--- src/rtl/core/assert_macros.svh ---
// concurrent assertion helpers, all sampled on the rising clock edge
`ifndef ASSERT_MACROS_SVH
`define ASSERT_MACROS_SVH

// expression holds in every cycle out of reset
`define ASSERT_ALWAYS(label, clk, rst, expr, msg) \
   label: assert property (@(posedge clk) disable iff (rst) (expr)) else $error(msg);

// antecedent implies consequent in the same cycle
`define ASSERT_IMPLIES(label, clk, rst, pre, post, msg) \
   label: assert property (@(posedge clk) disable iff (rst) (pre) |-> (post)) else $error(msg);

// antecedent implies consequent in the next cycle
`define ASSERT_NEXT(label, clk, rst, pre, post, msg) \
   label: assert property (@(posedge clk) disable iff (rst) (pre) |=> (post)) else $error(msg);

`endif

--- src/rtl/core/ntt_pkg.sv ---
package ntt_pkg;

   localparam int MAX_TARGETS = 16;
   localparam int COORD_BITS  = 12;
   localparam int IDX_BITS    = $clog2(MAX_TARGETS);
   localparam int CNT_BITS    = $clog2(MAX_TARGETS + 1);
   localparam int SLOT_BITS   = IDX_BITS + 1;
   localparam int BANK_DEPTH  = 2 * MAX_TARGETS;
   localparam int SQ_BITS     = 2 * COORD_BITS;
   localparam int DIST_BITS   = 2 * COORD_BITS + 1;
   localparam int DIR_BITS    = 2;

   localparam int REQ_DATA_BITS = ((2 * COORD_BITS + DIR_BITS + 7) / 8) * 8;
   localparam int RSP_FIELD_BITS = IDX_BITS + 2 * COORD_BITS + CNT_BITS + 1;
   localparam int RSP_DATA_BITS = ((RSP_FIELD_BITS + 7) / 8) * 8;

   typedef enum logic {
      OP_POINT = 1'b0,
      OP_STEP  = 1'b1
   } opcode_type;

   typedef logic [COORD_BITS-1:0] coord_type;
   typedef logic [IDX_BITS-1:0]   idx_type;
   typedef logic [CNT_BITS-1:0]   cnt_type;
   typedef logic [DIST_BITS-1:0]  dist_type;

   localparam logic signed [DIR_BITS-1:0] DIR_RIGHT = 2'sb01;

   typedef struct packed {
      opcode_type                   opcode;
      coord_type                    pos_x;
      coord_type                    pos_y;
      logic                         frame_end;
      logic signed [DIR_BITS-1:0]   step_dir;
   } item_type;

   typedef struct packed {
      logic      overflow;
      cnt_type   target_count;
      coord_type sel_y;
      coord_type sel_x;
      idx_type   sel_index;
   } result_type;

endpackage

--- src/rtl/core/nearest_target_tracker_unit.sv ---
// Nearest-target tracker. Takes one request per clock unless stalled: a detection point
// (tuser low) or a selection step (tuser high). Points of a frame are stored in a spare
// bank of 16 slots while the point nearest the current selection (squared distance,
// earliest wins a tie) is tracked; the point marked with tlast commits the bank and moves
// the selection to that nearest point, or to point 0 when no list was held. Further points
// of a full frame are dropped and reported through overflow. Steps move the selection one
// slot left or right, clamped to the list, or leave it in place. A point with tlast and
// every step give one response; other points give none. Throughput is one request per
// cycle while the input is not stalled; a request is held in the input register, and its
// response (distance, compare, bank write or bank read) is computed from there and appears
// from the result register. The response register stalls the input side only when a
// response is held and not taken.
`include "assert_macros.svh"

module nearest_target_tracker_unit
   import ntt_pkg::*;
(
   input  logic                      clock,
   input  logic                      reset,
   input  logic                      req_tvalid,
   output logic                      req_tready,
   // pos_x [11:0], pos_y [23:12], step_dir [25:24], zero fill above
   input  logic [REQ_DATA_BITS-1:0]  req_tdata,
   // opcode
   input  logic                      req_tuser,
   // frame_end
   input  logic                      req_tlast,
   output logic                      rsp_tvalid,
   input  logic                      rsp_tready,
   // sel_index [3:0], sel_x [15:4], sel_y [27:16], target_count [32:28],
   // overflow [33], zero fill above
   output logic [RSP_DATA_BITS-1:0]  rsp_tdata
);

   // input register
   logic        item_valid_ff, item_valid_in;
   item_type    item_ff;

   // result register
   logic        rsp_valid_ff, rsp_valid_in;
   result_type  rsp_data_ff, rsp_data_in;

   // tracker state
   coord_type   bank_x_ff [BANK_DEPTH];
   coord_type   bank_y_ff [BANK_DEPTH];
   logic        live_bank_ff, live_bank_in;
   cnt_type     live_count_ff, live_count_in;
   cnt_type     fill_count_ff, fill_count_in;
   idx_type     chosen_idx_ff, chosen_idx_in;
   coord_type   chosen_px_ff, chosen_px_in;
   coord_type   chosen_py_ff, chosen_py_in;
   dist_type    best_dist_ff, best_dist_in;
   idx_type     best_idx_ff, best_idx_in;
   coord_type   best_x_ff, best_x_in;
   coord_type   best_y_ff, best_y_in;
   coord_type   first_x_ff, first_x_in;
   coord_type   first_y_ff, first_y_in;
   logic        dropped_ff, dropped_in;
   logic        committed_drop_ff, committed_drop_in;

   logic        req_accept;
   logic        has_rsp;
   logic        fire;
   logic        stored;
   logic        closer;
   logic        bank_wr_en;
   logic [SLOT_BITS-1:0] bank_wr_slot;
   logic [SLOT_BITS-1:0] step_slot;
   idx_type     step_idx;
   dist_type    point_dist;
   item_type    req_item;

   assign req_item.opcode    = opcode_type'(req_tuser);
   assign req_item.pos_x     = req_tdata[COORD_BITS-1:0];
   assign req_item.pos_y     = req_tdata[2*COORD_BITS-1:COORD_BITS];
   assign req_item.frame_end = req_tlast;
   assign req_item.step_dir  = req_tdata[2*COORD_BITS+DIR_BITS-1:2*COORD_BITS];

   assign has_rsp    = (item_ff.opcode == OP_STEP) || item_ff.frame_end;
   assign fire       = item_valid_ff && (!has_rsp || !rsp_valid_ff || rsp_tready);
   assign req_tready = !item_valid_ff || fire;
   assign req_accept = req_tvalid && req_tready;

   assign rsp_tvalid = rsp_valid_ff;
   assign rsp_tdata  = RSP_DATA_BITS'(rsp_data_ff);

   ntt_sqdist u_sqdist (
      .pos_x  (item_ff.pos_x),
      .pos_y  (item_ff.pos_y),
      .ref_x  (chosen_px_ff),
      .ref_y  (chosen_py_ff),
      .sq_sum (point_dist)
   );

   assign stored       = fill_count_ff < CNT_BITS'(MAX_TARGETS);
   assign closer       = point_dist < best_dist_ff;
   assign bank_wr_en   = fire && (item_ff.opcode == OP_POINT) && stored;
   assign bank_wr_slot = {~live_bank_ff, fill_count_ff[IDX_BITS-1:0]};

   // clamped step index within the live list
   always_comb begin
      step_idx = chosen_idx_ff;
      if (item_ff.step_dir == DIR_RIGHT) begin
         if ((CNT_BITS'(chosen_idx_ff) + CNT_BITS'(1)) < live_count_ff) begin
            step_idx = chosen_idx_ff + IDX_BITS'(1);
         end
      end else if (item_ff.step_dir[DIR_BITS-1]) begin
         if (chosen_idx_ff != '0) begin
            step_idx = chosen_idx_ff - IDX_BITS'(1);
         end
      end
   end

   assign step_slot = {live_bank_ff, step_idx};

   always_comb begin
      item_valid_in     = item_valid_ff;
      rsp_valid_in      = rsp_valid_ff;
      rsp_data_in       = rsp_data_ff;
      live_bank_in      = live_bank_ff;
      live_count_in     = live_count_ff;
      fill_count_in     = fill_count_ff;
      chosen_idx_in     = chosen_idx_ff;
      chosen_px_in      = chosen_px_ff;
      chosen_py_in      = chosen_py_ff;
      best_dist_in      = best_dist_ff;
      best_idx_in       = best_idx_ff;
      best_x_in         = best_x_ff;
      best_y_in         = best_y_ff;
      first_x_in        = first_x_ff;
      first_y_in        = first_y_ff;
      dropped_in        = dropped_ff;
      committed_drop_in = committed_drop_ff;

      if (req_accept) begin
         item_valid_in = 1'b1;
      end else if (fire) begin
         item_valid_in = 1'b0;
      end

      if (rsp_tready) begin
         rsp_valid_in = 1'b0;
      end

      if (fire) begin
         if (item_ff.opcode == OP_STEP) begin
            rsp_valid_in = 1'b1;
            if (live_count_ff == '0) begin
               rsp_data_in = '0;
            end else begin
               chosen_idx_in = step_idx;
               chosen_px_in  = bank_x_ff[step_slot];
               chosen_py_in  = bank_y_ff[step_slot];
               rsp_data_in.sel_index    = step_idx;
               rsp_data_in.sel_x        = bank_x_ff[step_slot];
               rsp_data_in.sel_y        = bank_y_ff[step_slot];
               rsp_data_in.target_count = live_count_ff;
               rsp_data_in.overflow     = committed_drop_ff;
            end
         end else begin
            if (stored) begin
               fill_count_in = fill_count_ff + CNT_BITS'(1);
               if (closer) begin
                  best_dist_in = point_dist;
                  best_idx_in  = fill_count_ff[IDX_BITS-1:0];
                  best_x_in    = item_ff.pos_x;
                  best_y_in    = item_ff.pos_y;
               end
               if (fill_count_ff == '0) begin
                  first_x_in = item_ff.pos_x;
                  first_y_in = item_ff.pos_y;
               end
            end else begin
               dropped_in = 1'b1;
            end

            if (item_ff.frame_end) begin
               // no list held before: selection falls back to point 0
               if (live_count_ff == '0) begin
                  chosen_idx_in = '0;
                  chosen_px_in  = first_x_in;
                  chosen_py_in  = first_y_in;
               end else begin
                  chosen_idx_in = best_idx_in;
                  chosen_px_in  = best_x_in;
                  chosen_py_in  = best_y_in;
               end
               live_bank_in      = ~live_bank_ff;
               live_count_in     = fill_count_in;
               committed_drop_in = dropped_in;
               fill_count_in     = '0;
               best_dist_in      = '1;
               best_idx_in       = '0;
               dropped_in        = 1'b0;
               rsp_valid_in      = 1'b1;
               rsp_data_in.sel_index    = chosen_idx_in;
               rsp_data_in.sel_x        = chosen_px_in;
               rsp_data_in.sel_y        = chosen_py_in;
               rsp_data_in.target_count = live_count_in;
               rsp_data_in.overflow     = committed_drop_in;
            end
         end
      end
   end

   always_ff @(posedge clock) begin
      if (reset) begin
         item_valid_ff     <= 1'b0;
         rsp_valid_ff      <= 1'b0;
         live_bank_ff      <= 1'b0;
         live_count_ff     <= '0;
         fill_count_ff     <= '0;
         chosen_idx_ff     <= '0;
         chosen_px_ff      <= '0;
         chosen_py_ff      <= '0;
         best_dist_ff      <= '1;
         best_idx_ff       <= '0;
         dropped_ff        <= 1'b0;
         committed_drop_ff <= 1'b0;
      end else begin
         item_valid_ff     <= item_valid_in;
         rsp_valid_ff      <= rsp_valid_in;
         live_bank_ff      <= live_bank_in;
         live_count_ff     <= live_count_in;
         fill_count_ff     <= fill_count_in;
         chosen_idx_ff     <= chosen_idx_in;
         chosen_px_ff      <= chosen_px_in;
         chosen_py_ff      <= chosen_py_in;
         best_dist_ff      <= best_dist_in;
         best_idx_ff       <= best_idx_in;
         dropped_ff        <= dropped_in;
         committed_drop_ff <= committed_drop_in;
      end
   end

   // payload registers
   always_ff @(posedge clock) begin
      if (req_accept) begin
         item_ff <= req_item;
      end
      rsp_data_ff <= rsp_data_in;
      best_x_ff   <= best_x_in;
      best_y_ff   <= best_y_in;
      first_x_ff  <= first_x_in;
      first_y_ff  <= first_y_in;
      if (bank_wr_en) begin
         bank_x_ff[bank_wr_slot] <= item_ff.pos_x;
         bank_y_ff[bank_wr_slot] <= item_ff.pos_y;
      end
   end

   `ASSERT_ALWAYS(a_fill_bound, clock, reset, fill_count_ff <= CNT_BITS'(MAX_TARGETS), "fill count past capacity")
   `ASSERT_IMPLIES(a_sel_in_list, clock, reset, live_count_ff != '0, CNT_BITS'(chosen_idx_ff) < live_count_ff, "selection outside live list")
   `ASSERT_IMPLIES(a_drop_when_full, clock, reset, dropped_ff, fill_count_ff == CNT_BITS'(MAX_TARGETS), "drop flagged below capacity")
   `ASSERT_IMPLIES(a_best_idle, clock, reset, fill_count_ff == '0, best_dist_ff == '1, "running minimum not cleared")
   `ASSERT_NEXT(a_commit_clears, clock, reset, fire && item_ff.opcode == OP_POINT && item_ff.frame_end, fill_count_ff == '0 && live_count_ff != '0 && rsp_valid_ff, "frame commit incomplete")

endmodule

--- src/rtl/core/ntt_sqdist.sv ---
module ntt_sqdist
   import ntt_pkg::*;
(
   input  coord_type pos_x,
   input  coord_type pos_y,
   input  coord_type ref_x,
   input  coord_type ref_y,
   output dist_type  sq_sum
);

   coord_type           dx;
   coord_type           dy;
   logic [SQ_BITS-1:0]  sq_x;
   logic [SQ_BITS-1:0]  sq_y;

   assign dx     = (pos_x > ref_x) ? (pos_x - ref_x) : (ref_x - pos_x);
   assign dy     = (pos_y > ref_y) ? (pos_y - ref_y) : (ref_y - pos_y);
   assign sq_x   = SQ_BITS'(dx) * SQ_BITS'(dx);
   assign sq_y   = SQ_BITS'(dy) * SQ_BITS'(dy);
   assign sq_sum = {1'b0, sq_x} + {1'b0, sq_y};

endmodule

--- config.mk ---
export PLATFORM = sky130hd
export DESIGN_NAME = nearest_target_tracker_unit
export DESIGN_NICKNAME = d
export VERILOG_FILES = /design/src/rtl/core/ntt_pkg.sv /design/src/rtl/core/nearest_target_tracker_unit.sv /design/src/rtl/core/ntt_sqdist.sv
export VERILOG_INCLUDE_DIRS = /design/src /design/src/rtl/core
export SDC_FILE = /design/constraint.sdc
export NUM_CORES = 2
export LEC_CHECK = 0
export BUFFER_PORTS_ARGS = -buffer_cell sky130_fd_sc_hd__buf_2
export CELL_PAD_IN_SITES_DETAIL_PLACEMENT = 1
export CELL_PAD_IN_SITES_GLOBAL_PLACEMENT = 1
export CORE_UTILIZATION = 53
export CTS_CLUSTER_DIAMETER = 150
export DETAILED_ROUTE_END_ITERATION = 10
export PLACE_DENSITY_LB_ADDON = 0.1
export SYNTH_ARGS = -nofsm -noshare
export SYNTH_HDL_FRONTEND = slang
export SYNTH_SLANG_ARGS = --single-unit
export TNS_END_PERCENT = 10
--- constraint.sdc ---
create_clock -name clock -period 15.1 [get_ports clock]
set_input_delay 3.02 -clock clock [delete_from_list [all_inputs] [get_ports clock]]
set_output_delay 3.02 -clock clock [all_outputs]
set_load 0.05 [all_outputs]
# --- After elaboration in Yosys (flattened, before gate mapping) ---
# Memories as Yosys holds them, arrays and structs flattened.
# Cells that the tools add are included.
classes:
  n_addsub: 9
  multipliers: 2
  n_lt_le_gt_ge: 5
  eq_ne: 2
  mux: 47
  bitwise: 2
  reduce_logical: 23
op_table:
  columns: ["cell", "n"]
  rows:
  - ["12-bit two-way mux", 18]
  - ["34-bit two-way mux", 3]
  - ["25-bit two-way mux", 3]
  - ["12-bit by 12-bit multiplier with 24-bit output", 2]
  - ["12-bit subtractor", 4]
  - ["4-bit two-way mux", 11]
  - ["24-bit by 24-bit adder with 25-bit output", 1]
  - ["25-bit less-than comparator", 1]
  - ["12-bit > comparator", 2]
  - ["5-bit logical NOT", 2]
  - ["1-bit two-way mux", 10]
  - ["5-bit two-way mux", 2]
  - ["2-bit nonzero test", 4]
  - ["3-bit AND reduction", 2]
  - ["4-bit by 1-bit adder with 5-bit output, second input constant", 1]
  - ["5-bit by 1-bit adder with 5-bit output, second input constant", 1]
  - ["5-bit less-than comparator", 1]
  - ["5-bit less-than comparator, second input constant", 1]
  - ["4-bit by 1-bit adder with 4-bit output, second input constant", 1]
  - ["1-bit logical AND", 4]
  - ["1-bit logical OR", 4]
  - ["2-bit AND reduction", 2]
  - ["4-bit AND reduction", 1]
  - ["4-bit nonzero test", 1]
  - ["5 further kinds", 8]
totals:
  reg_bits: 182
  ramBits: 768
  in_bits: 38
  out_inout_bits: 42
  word_cells: 118
  n_memories: 2
memory_table:
  columns: ["memory", "words", "width", "rd", "rd_ports_with_merged_regs", "wr", "line_no", "text"]
  rows:
  - ["bank_x_ff", 32, 12, 1, 0, 1, "nearest_target_tracker_unit.sv:44", "coord_type bank_x_ff [BANK_DEPTH];"]
  - ["bank_y_ff", 32, 12, 1, 0, 1, "nearest_target_tracker_unit.sv:45", "coord_type bank_y_ff [BANK_DEPTH];"]

# --- Depth between registers and ports, before layout ---
depth:
  ltp_word: 10
  ltp_mapped: 48
  mapped_depth_nobuf: 45

# --- By module ---
# From an unflattened synthesis, not the netlist that was laid out.
unflattened:
  cells_unflattened: 4544
  area_unflattened_um2: 50771.2
modules_own_cells:
  columns: ["mod", "instances", "cells_each", "area_each_um2", "seq_area_each_um2"]
  rows:
  - ["nearest_target_tracker_unit", 1, 3358, 40371.2, 27806.7]
  - ["ntt_sqdist", 1, 1186, 10400.0, 0.0]

# --- Worst setup path after synthesis ---
# OpenSTA, ideal clock, no wires.
synth_path:
  path_type: "register -> register"
  startpoint: "register item_ff[15] in the netlist's numbering"
  endpoint: "register rsp_data_ff (netlist bit rsp_tdata[17]), data pin"
  setup_time_ps: 271
  arrival_time_ps: 11043
  required_ps: 14829
  setup_slack_ps: 3785
  path_stages_with_launch: 46
  path_buffers: 3
  period_less_slack_ps: 11315
  cell_sequence: "edfxtp_1 inv_1 ha_1 inv_1 fa_1 a211oi_2 o21ai_1 nor4b_2 o31ai_4 buf_4 mux2i_1 o221ai_1 a21oi_1 xor2_1 buf_2 nor2_1 fa_1 inv_1 [10 not listed] a21o_1 a2111o_1 a21oi_1 o31ai_1 o41ai_2 o21ai_0 a2111oi_0 a31oi_1 nand2_1 ha_1 nor2b_1 o21ai_0 nand2_1 nor2_1 clkbuf_1 mux2_2 o21ai_0 o22ai_1"
synth_via:
  elab_chain_cells: 10
  elab_cells_between_ends: 12
  cone_classes: "add/sub: 3; mul: 1; order compare: 2; mux: 6"
synth_lines:
  columns: ["element", "line_no", "text"]
  rows:
  - ["start: declaration", "nearest_target_tracker_unit.sv:37", "item_type item_ff;"]
  - ["start signal: assignment", "nearest_target_tracker_unit.sv:239", "item_ff <= req_item;"]
  - ["12-bit subtractor / 12-bit > comparator (equally long branches)", "ntt_sqdist.sv:16", "assign dx = (pos_x > ref_x) ? (pos_x - ref_x) : (ref_x - pos_x);"]
  - ["12-bit two-way mux *", "ntt_sqdist.sv:16", null]
  - ["12-bit by 12-bit multiplier with 24-bit output *", "ntt_sqdist.sv:18", "assign sq_x = SQ_BITS'(dx) * SQ_BITS'(dx);"]
  - ["24-bit by 24-bit adder with 25-bit output *", "ntt_sqdist.sv:20", "assign sq_sum = {1'b0, sq_x} + {1'b0, sq_y};"]
  - ["25-bit less-than comparator *", "nearest_target_tracker_unit.sv:96", "assign closer = point_dist < best_dist_ff;"]
  - ["12-bit two-way mux *", "nearest_target_tracker_unit.sv:163", "if (closer) begin"]
  - ["12-bit two-way mux *", "nearest_target_tracker_unit.sv:161", "if (stored) begin"]
  - ["12-bit two-way mux *", "nearest_target_tracker_unit.sv:179", "if (live_count_ff == '0) begin"]
  - ["34-bit two-way mux *", "nearest_target_tracker_unit.sv:177", "if (item_ff.frame_end) begin"]
  - ["34-bit two-way mux *", "nearest_target_tracker_unit.sv:146", "if (item_ff.opcode == OP_STEP) begin"]
  - ["end signal: assignment", "nearest_target_tracker_unit.sv:241", "rsp_data_ff <= rsp_data_in;"]
  - ["end: declaration", "nearest_target_tracker_unit.sv:41", "result_type rsp_data_ff, rsp_data_in;"]
# Every way passes the cells marked *; elsewhere a longest branch is shown, timed or not. The select of a mux whose other input is x is not followed.
# A chain may end at the register's enable or synchronous reset.

# --- Final worst setup path ---
layout_path:
  startpoint: "register item_ff[14] in the netlist's numbering"
  endpoint: "register rsp_data_ff (netlist bit rsp_tdata[11]), data pin"
layout_via:
  elab_chain_cells: 10
  elab_cells_between_ends: 12
  cone_classes: "add/sub: 3; mul: 1; order compare: 2; mux: 6"
layout_lines:
  columns: ["element", "line_no", "text"]
  rows:
  - ["12-bit subtractor / 12-bit > comparator (equally long branches)", "ntt_sqdist.sv:17", "assign dy = (pos_y > ref_y) ? (pos_y - ref_y) : (ref_y - pos_y);"]
  - ["12-bit two-way mux *", "ntt_sqdist.sv:17", null]
  - ["12-bit by 12-bit multiplier with 24-bit output *", "ntt_sqdist.sv:19", "assign sq_y = SQ_BITS'(dy) * SQ_BITS'(dy);"]
  - ["24-bit by 24-bit adder with 25-bit output *", "ntt_sqdist.sv:20", null]
  - ["25-bit less-than comparator *", "nearest_target_tracker_unit.sv:96", null]
  - ["12-bit two-way mux *", "nearest_target_tracker_unit.sv:163", null]
  - ["12-bit two-way mux *", "nearest_target_tracker_unit.sv:161", null]
  - ["12-bit two-way mux *", "nearest_target_tracker_unit.sv:179", null]
  - ["34-bit two-way mux *", "nearest_target_tracker_unit.sv:177", null]
  - ["34-bit two-way mux *", "nearest_target_tracker_unit.sv:146", null]
# Marked as above.

==> metrics.md <==
| Metric | Value |
|---|---|
| Crit path depth | 41 |
| Largest net degree at the start of global routing | 159 |
| Asr flop ratio synth | 0 |
| Initial drt markers | 2,922 |
| Synth area leaders | edfxtp_1 54%, fa_1 8.4%, mux2i_1 7.3% |
| Post_cts resized | 0 |
| Vias after detailed routing | 30,700 |
| Setup crit end | rsp_tdata[11] |
| Critical Path End Type | flip-flop |
| Global-route wire length before repair | 205,000 um |
| Max FO, Critical Path | 22 |
| Post-synthesis cell count | 3,656 |
| Setup slack, reg-to-reg | 1.28 ns |
| Worst path bufs/invs | 6 |
| # fillers | 8,764 |
| Clock-pin slew on the worst setup and hold paths | 0.06 ns |
| Clock sink count | 950 |
| Register area share after synthesis | 0.572 |
| H-tree depth | 3 |
| Clock buffer depth | 3 |
| Most frequent cells after synthesis | 878 x edfxtp_1, 358 x inv_1, 356 x mux2i_1, 313 x nand2_1, 203 x fa_1 |
| Post-synth top flop | edfxtp_1 |
| Initial Util | 0.538 |
| Setup bufs post-CTS | 0 |
| EDFF count, synth | 878 |
| RSZ-0062 raised after global routing | no |
| Residual DRC count | 0 |
| Yosys warning count | 0 |
| Placed wire-length estimate | 88,700 um |
| CTS tree | built |
| Pre-antenna DRT Iters | 5 |
| RR Endpoint | rsp_tdata[11] |
| Seq cells post-synth | 950 |
| Class of the worst hold path | flip-flop to flip-flop |
| Routability-driven placement congestion ratio | 0.846 |
| Skew final | 0.0463 ns |
| Row count | 110 |
| ANT cells | 0 |
| Area delta synth->final | 9.91% |
| Period minus WS final | 13.82 ns |
| R2r startpoint | item_ff[14] |
| Setup TNS Final | 0 ns |
| CP Class | flip-flop to flip-flop |
| Mapped Area | 0.0486 sq mm |
| Final number of max-transition violations | 0 |
| Critical Path Max Stage Delay | 0.95 ns |
| Max_slew headroom | 0.154 |
| Maxcap violations | 0 |
| Clk_lat worst skew | 0.70 ns |
| Ratio of cells with drive above 1 in the final layout | 0.123 |
| Hold_buf cts | 0 |
| Chip width | 305 um |
| Port Buffers | 67 |
| Number of CTS-inserted buffers | 95 |
| DRT antenna net count | 0 |
| Final setup fails | 0 |
| Final Cycle Share | 0.915 |
| Crit path DAT | 14.15 ns |
| Vias/cell | 6.14 |
| Top Ports | 80 |
| CP max stage cell | a21boi_2 |
| Core area | 0.0904 sq mm |
| Clock root buffer | clkbuf_16 |
| Nets | 4,179 |
| Outcome | complete, no violations |
| Cells on worst reg2reg path | 41 |
| Grt total ovfl | 0 |
| Syn_area_per_cell | 13.3 sq um |
| Setup crit start | item_ff[14] |
| Count leader, synth | edfxtp_1 |
| CP delay by family, top | compound AO/OA/AOI/OAI gates |
| Post-synth top area cell | edfxtp_1 |
| DR WL/cell | 27.4 um |
| Die Y | 305 um |
| Drt total wl | 137,000 um |
| Vias in the first global route | 33,300 |
| Fin. Hold Viols | 0 |
| F_max | 72.4 MHz |
| Die Area | 0.0930 sq mm |
| Critical Path Source Type | flip-flop |
| Crit path required time | 15.43 ns |
| Netlist cell types | 93 |
| Worst-Margin Slew | 1.26 ns |
| Post-synth top area share | 0.542 |
| Total GRT Usage | 0.297 |
| Initial antenna violation count | 0 |
| Worst path most repeated cell | fa_1 |
placed cells by master (no fill, tap or decap), types with 102 or more instances in the layout:
| cell | instances |
|---|---|
| nor2_1 | 151 |
| mux2i_1 | 356 |
| fa_1 | 203 |
| nand2_1 | 312 |
| inv_1 | 357 |
| nand3_1 | 110 |
| buf_4 | 102 |
| edfxtp_1 | 878 |
| o22ai_1 | 122 |
| ha_1 | 187 |
state kept, by name, indices dropped and copies added (netlist names), 25 cells and up:
signal / flops
bank_x_ff: 384
bank_y_ff: 384
best_dist_ff: 25
item_ff: 28
rsp_tdata: 34
cell families (layout without fill, tap and decap cells):
kind of cell | count (synthesis) | count (layout) | synth area share
mux | 426 | 426 | 0.0901
other cells | 1 | 6 | 0.0000771
buf+inv | 546 | 717 | 0.0475
fa+ha+maj | 390 | 390 | 0.132
simple gates | 805 | 805 | 0.0757
flops | 950 | 950 | 0.572
xor+xnor | 53 | 53 | 0.0124
compound gates | 485 | 485 | 0.0707
worst min-delay path by stage:
stage | from | to | slack (ns) | cells after the start
after floorplan | best_dist_ff[0] | best_dist_ff[0] | 0.44 | 2
after global placement | best_dist_ff[0] | best_dist_ff[0] | 0.45 | 2
after detailed placement | chosen_py_ff[11] | chosen_py_ff[11] | 0.46 | 2
after CTS | chosen_py_ff[11] | chosen_py_ff[11] | 0.48 | 2
after global routing | best_dist_ff[13] | best_dist_ff[13] | 0.52 | 2
final | chosen_py_ff[11] | chosen_py_ff[11] | 0.48 | 2
stage by stage:
stage	hold WS, ns	worst slack, ns	instances	instance area [sq um]	util
2_1_floorplan	0.442	3.79	3661	48600	-
3_3_place_gp	0.451	1.98	4830	50500	0.559
3_5_place_dp	0.464	1.46	4830	50500	0.559
4_1_cts	0.479	1.32	5008	53400	0.591
5_1_grt	0.524	0.496	5008	53400	0.591
6_report	0.476	1.28	5008	53400	0.591
area by class of cell:
cell class | count | area (sq um) | share of cell area
timing repair buffer | 170 | 1120 | 0.0210
inverter | 369 | 1390 | 0.0259
clock buffer | 125 | 2500 | 0.0468
clock inverter | 53 | 435 | 0.00815
tap | 1176 | 1470 | 0.0275
sequential | 950 | 27800 | 0.520
multi-input combinational | 2165 | 18700 | 0.350
metal layers:
metal	up-vias	track usage	wire [um]
li1	13400	-	-
met1	16000	0.396	56400
met2	1101	0.495	66700
met3	215	0.0410	9080
met4	0	0.111	4990
met5	-	0	0
worst min-delay path: cells and delay by family, from the launching register on:
kind	cells	cell delay, ns
and+or+nand+nor	1	0.05
AOI/OAI and AO/OA	1	0.06
DFF	1	0.33
Power is not shown: default switching activity piles up to over one toggle a cycle in this logic, so the estimate is an artifact.
